## config.mk

```make
export PLATFORM = sky130hd
export DESIGN_NAME = nec_ir_edge_interval_decoder_core
export DESIGN_NICKNAME = d
export VERILOG_FILES = /design/src/rtl/necir_pkg.sv /design/src/rtl/necir_interval_cls.sv /design/src/rtl/nec_ir_edge_interval_decoder_core.sv
export SDC_FILE = /design/constraint.sdc
export NUM_CORES = 1
export LEC_CHECK = 0
export BUFFER_PORTS_ARGS = -buffer_cell sky130_fd_sc_hd__buf_2
export CAP_MARGIN = 25
export CORE_ASPECT_RATIO = 0.6
export CORE_MARGIN = 4
export CORE_UTILIZATION = 28
export CTS_BUF_LIST = sky130_fd_sc_hd__clkbuf_4 sky130_fd_sc_hd__clkbuf_8 sky130_fd_sc_hd__clkbuf_16
export CTS_CLUSTER_SIZE = 28
export DETAILED_ROUTE_END_ITERATION = 16
export SETUP_SLACK_MARGIN = 0.05
export SLEW_MARGIN = 5
export SYNTH_ARGS = -nofsm -noshare
export SYNTH_HDL_FRONTEND = slang
export SYNTH_SLANG_ARGS = --single-unit
```

## constraint.sdc

```tcl
create_clock -name clk -period 11 [get_ports clk]
set_input_delay 1.1 -clock clk [delete_from_list [all_inputs] [get_ports clk]]
set_output_delay 1.1 -clock clk [all_outputs]
set_load 0.05 [all_outputs]
```

## src/rtl/necir_pkg.sv

```systemverilog
// ----------------------------------------------------------------------------
// necir_pkg
// Shared constants and types for the NEC infrared edge interval decoder.
// ----------------------------------------------------------------------------
`default_nettype none

package necir_pkg;

  // Timestamp width default and the fixed width of the edge time port
  localparam int unsigned TIMESTAMP_BITS_DEF = 32;
  localparam int unsigned EDGE_TIME_BITS     = 32;

  // Field widths
  localparam int unsigned PIN_BITS    = 4;
  localparam int unsigned TOL_BITS    = 10;
  localparam int unsigned HALF_BITS   = 16;
  localparam int unsigned FRAME_BITS  = 32;
  localparam int unsigned COUNT_BITS  = 6;
  localparam int unsigned INDEX_BITS  = 5;

  // Configuration port
  localparam int unsigned CFG_INDEX_BITS = 1;
  localparam int unsigned CFG_DATA_BITS  = 16;
  localparam logic [CFG_INDEX_BITS-1:0] REG_LISTEN_PIN   = 1'b0;
  localparam logic [CFG_INDEX_BITS-1:0] REG_TOLERANCE_US = 1'b1;

  // Register reset values
  localparam logic [PIN_BITS-1:0] LISTEN_PIN_RST   = 4'd0;
  localparam logic [TOL_BITS-1:0] TOLERANCE_US_RST = 10'd200;

  // Interval limits in microseconds
  localparam int unsigned HDR_LOW_US     = 13000;
  localparam int unsigned HDR_HIGH_US    = 14000;
  localparam int unsigned RPT_LOW_US     = 11000;
  localparam int unsigned RPT_HIGH_US    = 12000;
  localparam int unsigned ZERO_TARGET_US = 1120;
  localparam int unsigned ONE_TARGET_US  = 2250;

  // Width that holds a bit target plus the largest tolerance
  localparam int unsigned WIN_BITS = 12;

  // Classification of one edge interval
  typedef struct packed {
    logic header;
    logic repeat_code;
    logic bit_zero;
    logic bit_one;
  } interval_class_t;

endpackage : necir_pkg

`default_nettype wire

```

## src/rtl/necir_interval_cls.sv

```systemverilog
// ----------------------------------------------------------------------------
// necir_interval_cls
// Classifies one edge interval as header, repeat, data zero or data one.
// ----------------------------------------------------------------------------
`default_nettype none

module necir_interval_cls
  import necir_pkg::*;
#(
  parameter int unsigned TIMESTAMP_BITS = TIMESTAMP_BITS_DEF
) (
  input  wire logic [TIMESTAMP_BITS-1:0] delta,
  input  wire logic [TOL_BITS-1:0]       tolerance_us,
  output interval_class_t                cls
);

  localparam logic [TIMESTAMP_BITS-1:0] HDR_LO = TIMESTAMP_BITS'(HDR_LOW_US);
  localparam logic [TIMESTAMP_BITS-1:0] HDR_HI = TIMESTAMP_BITS'(HDR_HIGH_US);
  localparam logic [TIMESTAMP_BITS-1:0] RPT_LO = TIMESTAMP_BITS'(RPT_LOW_US);
  localparam logic [TIMESTAMP_BITS-1:0] RPT_HI = TIMESTAMP_BITS'(RPT_HIGH_US);
  localparam logic [WIN_BITS-1:0]       ZERO_T = WIN_BITS'(ZERO_TARGET_US);
  localparam logic [WIN_BITS-1:0]       ONE_T  = WIN_BITS'(ONE_TARGET_US);

  logic [WIN_BITS-1:0] tol_ext;
  logic [WIN_BITS-1:0] zero_lo;
  logic [WIN_BITS-1:0] zero_hi;
  logic [WIN_BITS-1:0] one_lo;
  logic [WIN_BITS-1:0] one_hi;

  // Build the data bit windows, clamping the low edge at zero
  always_comb begin
    tol_ext = WIN_BITS'(tolerance_us);
    zero_lo = (ZERO_T > tol_ext) ? (ZERO_T - tol_ext) : '0;
    zero_hi = ZERO_T + tol_ext;
    one_lo  = (ONE_T > tol_ext) ? (ONE_T - tol_ext) : '0;
    one_hi  = ONE_T + tol_ext;
  end

  // Compare the interval against the header, repeat and bit windows
  always_comb begin
    cls.header      = (delta > HDR_LO) && (delta < HDR_HI);
    cls.repeat_code = (delta > RPT_LO) && (delta < RPT_HI);
    cls.bit_zero    = (delta >= TIMESTAMP_BITS'(zero_lo)) &&
                      (delta <= TIMESTAMP_BITS'(zero_hi));
    cls.bit_one     = (delta >= TIMESTAMP_BITS'(one_lo)) &&
                      (delta <= TIMESTAMP_BITS'(one_hi));
  end

endmodule : necir_interval_cls

`default_nettype wire

```

## src/rtl/nec_ir_edge_interval_decoder_core.sv

```systemverilog
// An accepted edge beat passes the edge register, then the result register, before its result beat shows on out_*.
// Throughput: one edge per cycle; in_stall rises only while a result waits
//   on a stalled output and the edge register is full.
// Reset (synchronous, rst_n low): idle, bit count and word cleared, previous
//   edge time 0, held frame 0, listen_pin 0, tolerance_us 200.
// ----------------------------------------------------------------------------
// nec_ir_edge_interval_decoder_core
// NEC infrared decoder driven by falling-edge timestamps on one selected pin.
// ----------------------------------------------------------------------------
`default_nettype none

module nec_ir_edge_interval_decoder_core
  import necir_pkg::*;
#(
  parameter int unsigned TIMESTAMP_BITS = TIMESTAMP_BITS_DEF
) (
  input  wire logic                      clk,
  input  wire logic                      rst_n,
  // Edge channel
  input  wire logic                      in_valid,
  output logic                           in_stall,
  input  wire logic [PIN_BITS-1:0]       in_pin_number,
  input  wire logic [EDGE_TIME_BITS-1:0] in_edge_time_us,
  // Result channel
  output logic                           out_valid,
  input  wire logic                      out_stall,
  output logic [HALF_BITS-1:0]           out_frame_address,
  output logic [HALF_BITS-1:0]           out_frame_command,
  output logic                           out_repeat_flag,
  // Configuration write channel
  input  wire logic                      cfg_valid,
  output logic                           cfg_ready,
  input  wire logic [CFG_INDEX_BITS-1:0] cfg_index,
  input  wire logic [CFG_DATA_BITS-1:0]  cfg_data
);

  // Configuration registers
  logic [PIN_BITS-1:0] listen_pin_r;
  logic [TOL_BITS-1:0] tolerance_us_r;

  // Edge register
  logic                      edge_valid_r;
  logic [TIMESTAMP_BITS-1:0] edge_time_r;

  // Decoder state
  logic                      in_frame_r;
  logic                      in_frame_nxt;
  logic [COUNT_BITS-1:0]     bit_count_r;
  logic [COUNT_BITS-1:0]     bit_count_nxt;
  logic [FRAME_BITS-1:0]     shift_word_r;
  logic [FRAME_BITS-1:0]     shift_word_nxt;
  logic [TIMESTAMP_BITS-1:0] prev_time_r;
  logic [HALF_BITS-1:0]      held_address_r;
  logic [HALF_BITS-1:0]      held_command_r;
  logic [HALF_BITS-1:0]      held_address_nxt;
  logic [HALF_BITS-1:0]      held_command_nxt;

  // Result register
  logic                 out_valid_r;
  logic [HALF_BITS-1:0] out_address_r;
  logic [HALF_BITS-1:0] out_command_r;
  logic                 out_repeat_r;

  logic                      advance;
  logic [TIMESTAMP_BITS-1:0] delta;
  interval_class_t           cls;
  logic                      emit;
  logic                      emit_repeat;
  logic [FRAME_BITS-1:0]     bit_mask;

  // Configuration writes are always taken
  assign cfg_ready = 1'b1;

  always_ff @(posedge clk) begin
    if (!rst_n) begin
      listen_pin_r   <= LISTEN_PIN_RST;
      tolerance_us_r <= TOLERANCE_US_RST;
    end else if (cfg_valid) begin
      case (cfg_index)
        REG_LISTEN_PIN:   listen_pin_r   <= cfg_data[PIN_BITS-1:0];
        REG_TOLERANCE_US: tolerance_us_r <= cfg_data[TOL_BITS-1:0];
        default:          ;
      endcase
    end
  end

  // Edge register advances whenever the result register can take a beat
  assign advance  = !out_valid_r || !out_stall;
  assign in_stall = edge_valid_r && !advance;

  // Capture edges; drop those on foreign pins here
  always_ff @(posedge clk) begin
    if (!rst_n) begin
      edge_valid_r <= 1'b0;
    end else if (!in_stall) begin
      edge_valid_r <= in_valid && (in_pin_number == listen_pin_r);
    end
  end

  always_ff @(posedge clk) begin
    if (!in_stall) begin
      edge_time_r <= in_edge_time_us[TIMESTAMP_BITS-1:0];
    end
  end

  // Wrapping interval to the previous decoded edge
  assign delta = edge_time_r - prev_time_r;

  necir_interval_cls #(
    .TIMESTAMP_BITS (TIMESTAMP_BITS)
  ) u_cls (
    .delta        (delta),
    .tolerance_us (tolerance_us_r),
    .cls          (cls)
  );

  assign bit_mask = FRAME_BITS'(1) << bit_count_r[INDEX_BITS-1:0];

  // Next decoder state for the edge in the edge register
  always_comb begin
    in_frame_nxt     = in_frame_r;
    bit_count_nxt    = bit_count_r;
    shift_word_nxt   = shift_word_r;
    held_address_nxt = held_address_r;
    held_command_nxt = held_command_r;
    emit             = 1'b0;
    emit_repeat      = 1'b0;
    if (!in_frame_r) begin
      if (cls.header) begin
        in_frame_nxt   = 1'b1;
        bit_count_nxt  = '0;
        shift_word_nxt = '0;
      end else if (cls.repeat_code) begin
        emit        = 1'b1;
        emit_repeat = 1'b1;
      end
    end else if (cls.bit_zero || cls.bit_one) begin
      if (!cls.bit_zero) begin
        shift_word_nxt = shift_word_r | bit_mask;
      end
      bit_count_nxt = bit_count_r + COUNT_BITS'(1);
      // Full frame: hold it for repeats and report it
      if (bit_count_nxt >= COUNT_BITS'(FRAME_BITS)) begin
        in_frame_nxt     = 1'b0;
        held_address_nxt = shift_word_nxt[HALF_BITS-1:0];
        held_command_nxt = shift_word_nxt[FRAME_BITS-1:HALF_BITS];
        emit             = 1'b1;
      end
    end else begin
      in_frame_nxt = 1'b0;
    end
  end

  // Commit decoder state when an edge leaves the edge register
  always_ff @(posedge clk) begin
    if (!rst_n) begin
      in_frame_r     <= 1'b0;
      bit_count_r    <= '0;
      shift_word_r   <= '0;
      prev_time_r    <= '0;
      held_address_r <= '0;
      held_command_r <= '0;
    end else if (edge_valid_r && advance) begin
      in_frame_r     <= in_frame_nxt;
      bit_count_r    <= bit_count_nxt;
      shift_word_r   <= shift_word_nxt;
      prev_time_r    <= edge_time_r;
      held_address_r <= held_address_nxt;
      held_command_r <= held_command_nxt;
    end
  end

  // Load a result beat, or drop the valid once the beat is taken
  always_ff @(posedge clk) begin
    if (!rst_n) begin
      out_valid_r <= 1'b0;
    end else if (advance) begin
      out_valid_r <= edge_valid_r && emit;
    end
  end

  always_ff @(posedge clk) begin
    if (advance && edge_valid_r && emit) begin
      out_address_r <= held_address_nxt;
      out_command_r <= held_command_nxt;
      out_repeat_r  <= emit_repeat;
    end
  end

  assign out_valid         = out_valid_r;
  assign out_frame_address = out_address_r;
  assign out_frame_command = out_command_r;
  assign out_repeat_flag   = out_repeat_r;

endmodule : nec_ir_edge_interval_decoder_core

`default_nettype wire

```

## Yosys cells after proc, flatten, opt, wreduce, memory -nomap -nowiden

Index checks and enable logic that the tools add are counted.

| word-level totals | value |
|---|---|
| flip-flop bits (word level) | 184 |
| bits of input ports | 58 |
| output and inout port bits | 36 |
| logic and storage cells | 76 |

| operators by class | value |
|---|---|
| add/sub/neg operators | 6 |
| $lt $le $gt $ge | 10 |
| equality and inequality tests | 2 |
| shifts and indexed selects | 1 |
| muxes and demuxes | 23 |
| bitwise logic cells | 2 |
| reductions and logical operators | 18 |

Operators by type and width:

| operator | count |
|---|---|
| $mux 32 | 4 |
| $mux 16 | 6 |
| $ge 32x12->1 | 2 |
| $gt 32x14->1 const B | 2 |
| $le 32x12->1 | 2 |
| $lt 32x14->1 const B | 2 |
| $or 32x32->32 | 1 |
| $shl 1x5->32 const A | 1 |
| $sub 32x32->32 | 1 |
| $mux 6 | 3 |
| $add 11x10->12 const A | 1 |
| $add 12x10->12 const A | 1 |
| $gt 12x10->1 const A | 1 |
| $mux 12 | 1 |
| $sub 11x10->12 const A | 1 |
| $sub 12x10->12 const A | 1 |
| $logic_and 1x1->1 | 9 |
| $mux 1 | 9 |
| $add 6x1->6 const B | 1 |
| $ge 6x6->1 const B | 1 |
| $eq 4x4->1 | 1 |
| $reduce_and 2->1 | 2 |
| $logic_not 1->1 | 3 |
| $reduce_and 3->1 | 1 |
| 4 further kinds | 5 |

## Logic depth before layout (Yosys ltp)

| depth | value |
|---|---|
| word-level depth | 8 |
| gate-level depth with buffers | 23 |
| mapped depth without buffers | 21 |

## By module

A second synthesis with hierarchy kept.

| unflattened totals | value |
|---|---|
| cells, all modules | 1176 |
| area total of the unflattened synthesis | 10582.6 um^2 |

Modules (own cells, without submodules):

| module | instances | cells each | area each (um^2) | seq. area each (um^2) |
|---|---|---|---|---|
| nec_ir_edge_interval_decoder_core | 1 | 950 | 8843.5 | 4334.2 |
| necir_interval_cls | 1 | 226 | 1739.2 | 0.0 |

## Least setup slack after synthesis

Ideal clock, no wire load.

| timing path | value |
|---|---|
| kind | register to register |
| from | reg edge_time_r[0] |
| to | reg out_address_r[0], in the netlist out_frame_address[0] (enable) |
| library setup time | 0.423 ns |
| arrival time | 5.827 ns |
| data required time | 10.577 ns |
| slack | 4.750 ns |
| cell stages (with the launch flop) | 23 |
| buffers on the path | 1 |
| clock period less this slack | 6.250 ns |
| cells stage by stage | edfxtp_1 -> inv_1 -> ha_1 -> inv_1 -> fa_1 -> a21o_1 -> a221o_1 -> a21o_1 -> a21o_1 -> xor2_1 -> ha_1 -> nand3_1 -> a21oi_1 -> a211oi_1 -> a21oi_1 -> nor3_1 -> a211oi_1 -> nor3b_4 -> o21ai_0 -> nor3_1 -> clkbuf_1 -> nor2_1 -> nor2_1 |

| between the ends | value |
|---|---|
| cells in the longest elaborated chain, start to end | 7 |
| elaborated cells between the ends (all ways) | 19 |
| classes of those cells | add/sub: 1; order compare: 8; mux: 4; reduce/logical: 6 |

Ends and longest elaborated chain:

| what | RTL line | RTL |
|---|---|---|
| start: declaration | nec_ir_edge_interval_decoder_core.sv:43 | `logic [TIMESTAMP_BITS-1:0] edge_time_r;` |
| start signal: assignment | nec_ir_edge_interval_decoder_core.sv:102 | `edge_time_r <= in_edge_time_us[TIMESTAMP_BITS-1:0];` |
| $sub 32x32->32 (*) | nec_ir_edge_interval_decoder_core.sv:107 | `assign delta = edge_time_r - prev_time_r;` |
| $gt 32x14->1, or another cell as far along | necir_interval_cls.sv:42 | `cls.repeat_code = (delta > RPT_LO) && (delta < RPT_HI);` |
| $logic_and 1x1->1, on equally long branches | necir_interval_cls.sv:42, necir_interval_cls.sv:43, necir_interval_cls.sv:45 |  |
| $mux 1 / $logic_or 1x1->1 (equally long branches) | nec_ir_edge_interval_decoder_core.sv:133, nec_ir_edge_interval_decoder_core.sv:137 |  |
| $mux 1, on equally long branches | nec_ir_edge_interval_decoder_core.sv:129, nec_ir_edge_interval_decoder_core.sv:137 |  |
| $mux 1 (*) | nec_ir_edge_interval_decoder_core.sv:128 | `if (!in_frame_r) begin` |
| $logic_and 1x1->1 (*) | nec_ir_edge_interval_decoder_core.sv:183 | `if (advance && edge_valid_r && emit) begin` |
| end signal: assignment | nec_ir_edge_interval_decoder_core.sv:184 | `out_address_r <= held_address_nxt;` |
| end: declaration | nec_ir_edge_interval_decoder_core.sv:60 | `logic [HALF_BITS-1:0] out_address_r;` |

Every way passes the cells marked *; elsewhere a longest branch is shown, timed or not.
A chain may end at the register's enable or synchronous reset.

## Worst setup path after layout

| timing path | value |
|---|---|
| from | reg edge_time_r[0] |
| to | reg out_address_r[7], in the netlist out_frame_address[7] (enable) |

Same word-level chain as after synthesis.

==> flow_summary_export.csv <==
group,metric,value,unit
layout,nNetsFinal,1462,
flow_run,cap_viol_max_count,0,
logic_synthesis,synth-async-reset-ratio,0,
clock_tree,cts_hold_buffers,0,
sta,finClkSkew,0.01537,ns
layout,area.growth.synth_to_final,13.71,%
hold_path,min_path_type,"reg -> reg",
sta,tightest_slew,0.9243,ns
logic_synthesis,synth_seq_area_share,0.3872,
critical_path,crit_path_end_kind,"flip-flop",
power,leakage,4.898,nW
die,initial_core_util,0.2853,
sta,rsz0062_at_grt,"false",
clock_tree,cts-root-buf,"clkbuf_16",
clock_tree,postCtsSetupBuffers,0,
clock_tree,ctsResizeCount,0,
layout,drive_gt1_frac,0.1332,
detailed_routing,dr.pass1.iters,5,
critical_path,crit_fanout,57,
logic_synthesis,yosys-top-cells-area,"dfxtp_1 21%, edfxtp_1 17%, ha_1 9.7%",
clock_tree,cts_tree,"built",
detailed_routing,ant_nets,0,
clock_tree,cts.sinks,184,
critical_path,worstReg2RegEnd,"out_frame_address[7]",
detailed_routing,wirelength,29.85,mm
placed_design,dp_hpwl,22.23,mm
critical_path,cp-start-kind,"flip-flop",
power,power,1.609,mW
detailed_routing,drt_iter0_drc,786,
logic_synthesis,synth_fp_nets,1421,
critical_path,critical_path_class,"reg -> reg",
detailed_routing,drc,0,
logic_synthesis,yosysTopAreaCellShare,0.2128,
clock_tree,htreeDepth,4,
critical_path,cp.required,11.16,ns
grt,track_usage,0.1389,
die,die_x,266.1,um
die,coreArea,0.03924,mm^2
die,die_area,0.04335,mm^2
grt,grt_overflow,0,
grt,grt_pass1_wl,48.12,mm
logic_synthesis,synth_ff_type,"dfxtp_1",
logic_synthesis,synth.distinct_cells,88,
logic_synthesis,synth-seq-cells,184,
sta,post-route-min-period,6.614,ns
logic_synthesis,synth_edf_count,65,
power,irDropWorstVdd,100.3,uV
logic_synthesis,synthCells,1275,
critical_path,arrival,6.77,ns
sta,finalHoldViolCount,0,
detailed_routing,viasPerCell,5.036,
clock_tree,clk_latency,0.45,ns
sta,setup_viol,0,
critical_path,r2r_setup_slack,4.39,ns
detailed_routing,vias,9322,
sta,fmax,0.1512,GHz
placed_design,portBuffers,86,
power,powerDensity,126.4,mW/mm^2
sta,drv_slew,0,
critical_path,r2r_cells,24,
grt,antenna_found_initial,0,
critical_path,r2r_start,"edge_time_r[0]",
die,ios,94,
sta,whs,0.4552,ns
grt,grt_max_degree,61,
logic_synthesis,avgSynthCellArea,8.780,um^2
detailed_routing,detail_route.wl_per_cell,16.13,um
layout,diodes,0,
status,status,"finished clean",
grt,grt_pass1_vias,8549,
clock_tree,clockBufferDepth,2,
clock_tree,clk_pin_slew,0.08,ns
hold_path,whs_endpoint,"prev_time_r[22]",
clock_tree,cts_made_buffers,17,
logic_synthesis,syn_area,0.01119,mm^2
placed_design,globalplace.congestion,0.8917,
hold_path,min_from,"prev_time_r[22]",
sta,relSlewSlack,0.3823,
hold_path,hold_depth,2,
die,rows,56,
logic_synthesis,yosys_warnings,0,
die,die_h,162.9,um
logic_synthesis,synth_top_area_cell,"dfxtp_1",
sta,fin_crit_sh,0.6012,
sta,tns,0,ns
layout,nFillCells,4111,
[power breakdown]
part           switching (mW)  total, mW  internal (mW)
sequential             0.0113      0.722          0.711
combinational           0.157      0.256         0.0994
clock                   0.302      0.631          0.329
[metrics by stage]
step,std cells,setup WS [ns],util,cell area [um^2]
global placement,1816,4.129,0.3069,12040
global route,1851,3.759,0.3244,12730
floorplan,1275,4.750,-,11190
detailed placement,1816,4.131,0.3069,12040
CTS,1848,4.061,0.3226,12660
finish,1851,4.386,0.3244,12730
[sequential cells by signal, summed over array words and instances, names as in the netlist]
register           count
edge_time_r           32
out_frame_command     16
tolerance_us_r        10
out_frame_address     16
shift_word_r          32
edge_valid_r           1
in_frame_r             1
out_valid              1
bit_count_r            6
held_command_r        16
prev_time_r           32
listen_pin_r           4
out_repeat_flag        1
held_address_r        16
[final cells by class]
| class | instances | area [um^2] | share of cell area |
|---|---|---|---|
| flip-flops and latches | 184 | 4334 | 0.3405 |
| multi-input cells | 957 | 6336 | 0.4977 |
| repair buffers | 99 | 575.6 | 0.04521 |
| clock inverters | 14 | 183.9 | 0.01445 |
| clock buffers | 18 | 432.9 | 0.03401 |
| inverters | 57 | 214.0 | 0.01681 |
| well taps | 522 | 653.1 | 0.05131 |
[cell families (layout without fill, tap and decap cells)]
logic type                 Yosys count  count (layout)  synth area share
AOI/OAI and AO/OA                  375             375            0.2166
xor gates and xnor gates            51              51           0.04057
adders and majority gates           88              88           0.09903
buffers and inverters              134             188           0.05007
DFF                                184             184            0.3872
muxes                               19              19           0.01989
other                                1               1         0.0003350
and+or+nand+nor                    423             423            0.1863
[worst max-delay path: stages (launching register included)]
cell,delay (ns)
edfxtp_1,0.39
inv_1,0.07
ha_1,0.18
inv_1,0.06
fa_1,0.41
a21o_1,0.20
a221o_1,0.43
a21o_1,0.22
a21o_1,0.17
xor2_1,0.59
ha_1,0.37
nand3_1,0.10
a21oi_1,0.05
a211oi_1,0.35
a21oi_1,0.12
nor3_1,0.18
a211oi_1,0.11
nor3b_4,0.22
buf_4,0.35
o21ai_0,0.18
nor3_2,0.20
buf_4,0.51
nor2_1,0.17
nor2_4,0.42
buf_16,0.23
[worst max path at each step]
stage                           endpoint      startpoint  depth (start not counted)
detailed placement  out_frame_address[7]  edge_time_r[0]                         23
floorplan           out_frame_address[0]  edge_time_r[0]                         22
global route        out_frame_command[6]  edge_time_r[0]                         24
finish              out_frame_address[7]  edge_time_r[0]                         24
global placement    out_frame_address[0]  edge_time_r[0]                         23
CTS                 out_frame_command[6]  edge_time_r[0]                         23
[synth_stat cells, types with 4 or more instances]
cell type	number
xnor2_1	25
dfxtp_1	119
ha_1	87
nor3_1	15
edfxtp_1	65
or3_1	7
o2111ai_1	4
nor4_1	35
inv_1	53
a31oi_1	17
o21a_1	38
o31ai_1	5
nand3_1	25
buf_4	9
a211oi_1	16
o211ai_1	10
buf_2	19
nor4b_1	5
mux2_4	5
mux2i_1	8
a21o_1	20
o21ai_0	51
clkbuf_1	47
a21boi_0	6
nand4_1	12
nand2_1	156
and3_1	11
and2_1	6
nand2b_1	12
nor2b_1	14
o211a_1	5
a21oi_1	150
a41o_1	8
xor2_1	25
nor2_1	92
mux2_2	6
[cells in the final DEF, fill, tap and decap left out, types with 17 or more instances in the layout]
cell type / synthesis / routed
inv_1: 53 / 53
nor4_1: 35 / 35
ha_1: 87 / 87
xnor2_1: 25 / 25
clkbuf_16: 0 / 17
dfxtp_1: 119 / 119
a31oi_1: 17 / 17
nand2_1: 156 / 156
nor2_1: 92 / 91
edfxtp_1: 65 / 65
nand3_1: 25 / 24
a21oi_1: 150 / 150
o21ai_0: 51 / 51
o21a_1: 38 / 38
buf_2: 19 / 86
xor2_1: 25 / 25
a21o_1: 20 / 20
[per-layer routing]
metal,track usage,vias up,share of wire
met4,0.02362,0,0.0072
li1,-,4710,-
met3,0.03699,14,0.064
met5,0,-,0
met1,0.2295,4386,0.57
met2,0.1749,212,0.36
Note: power is estimated with default switching activity, not from simulation.
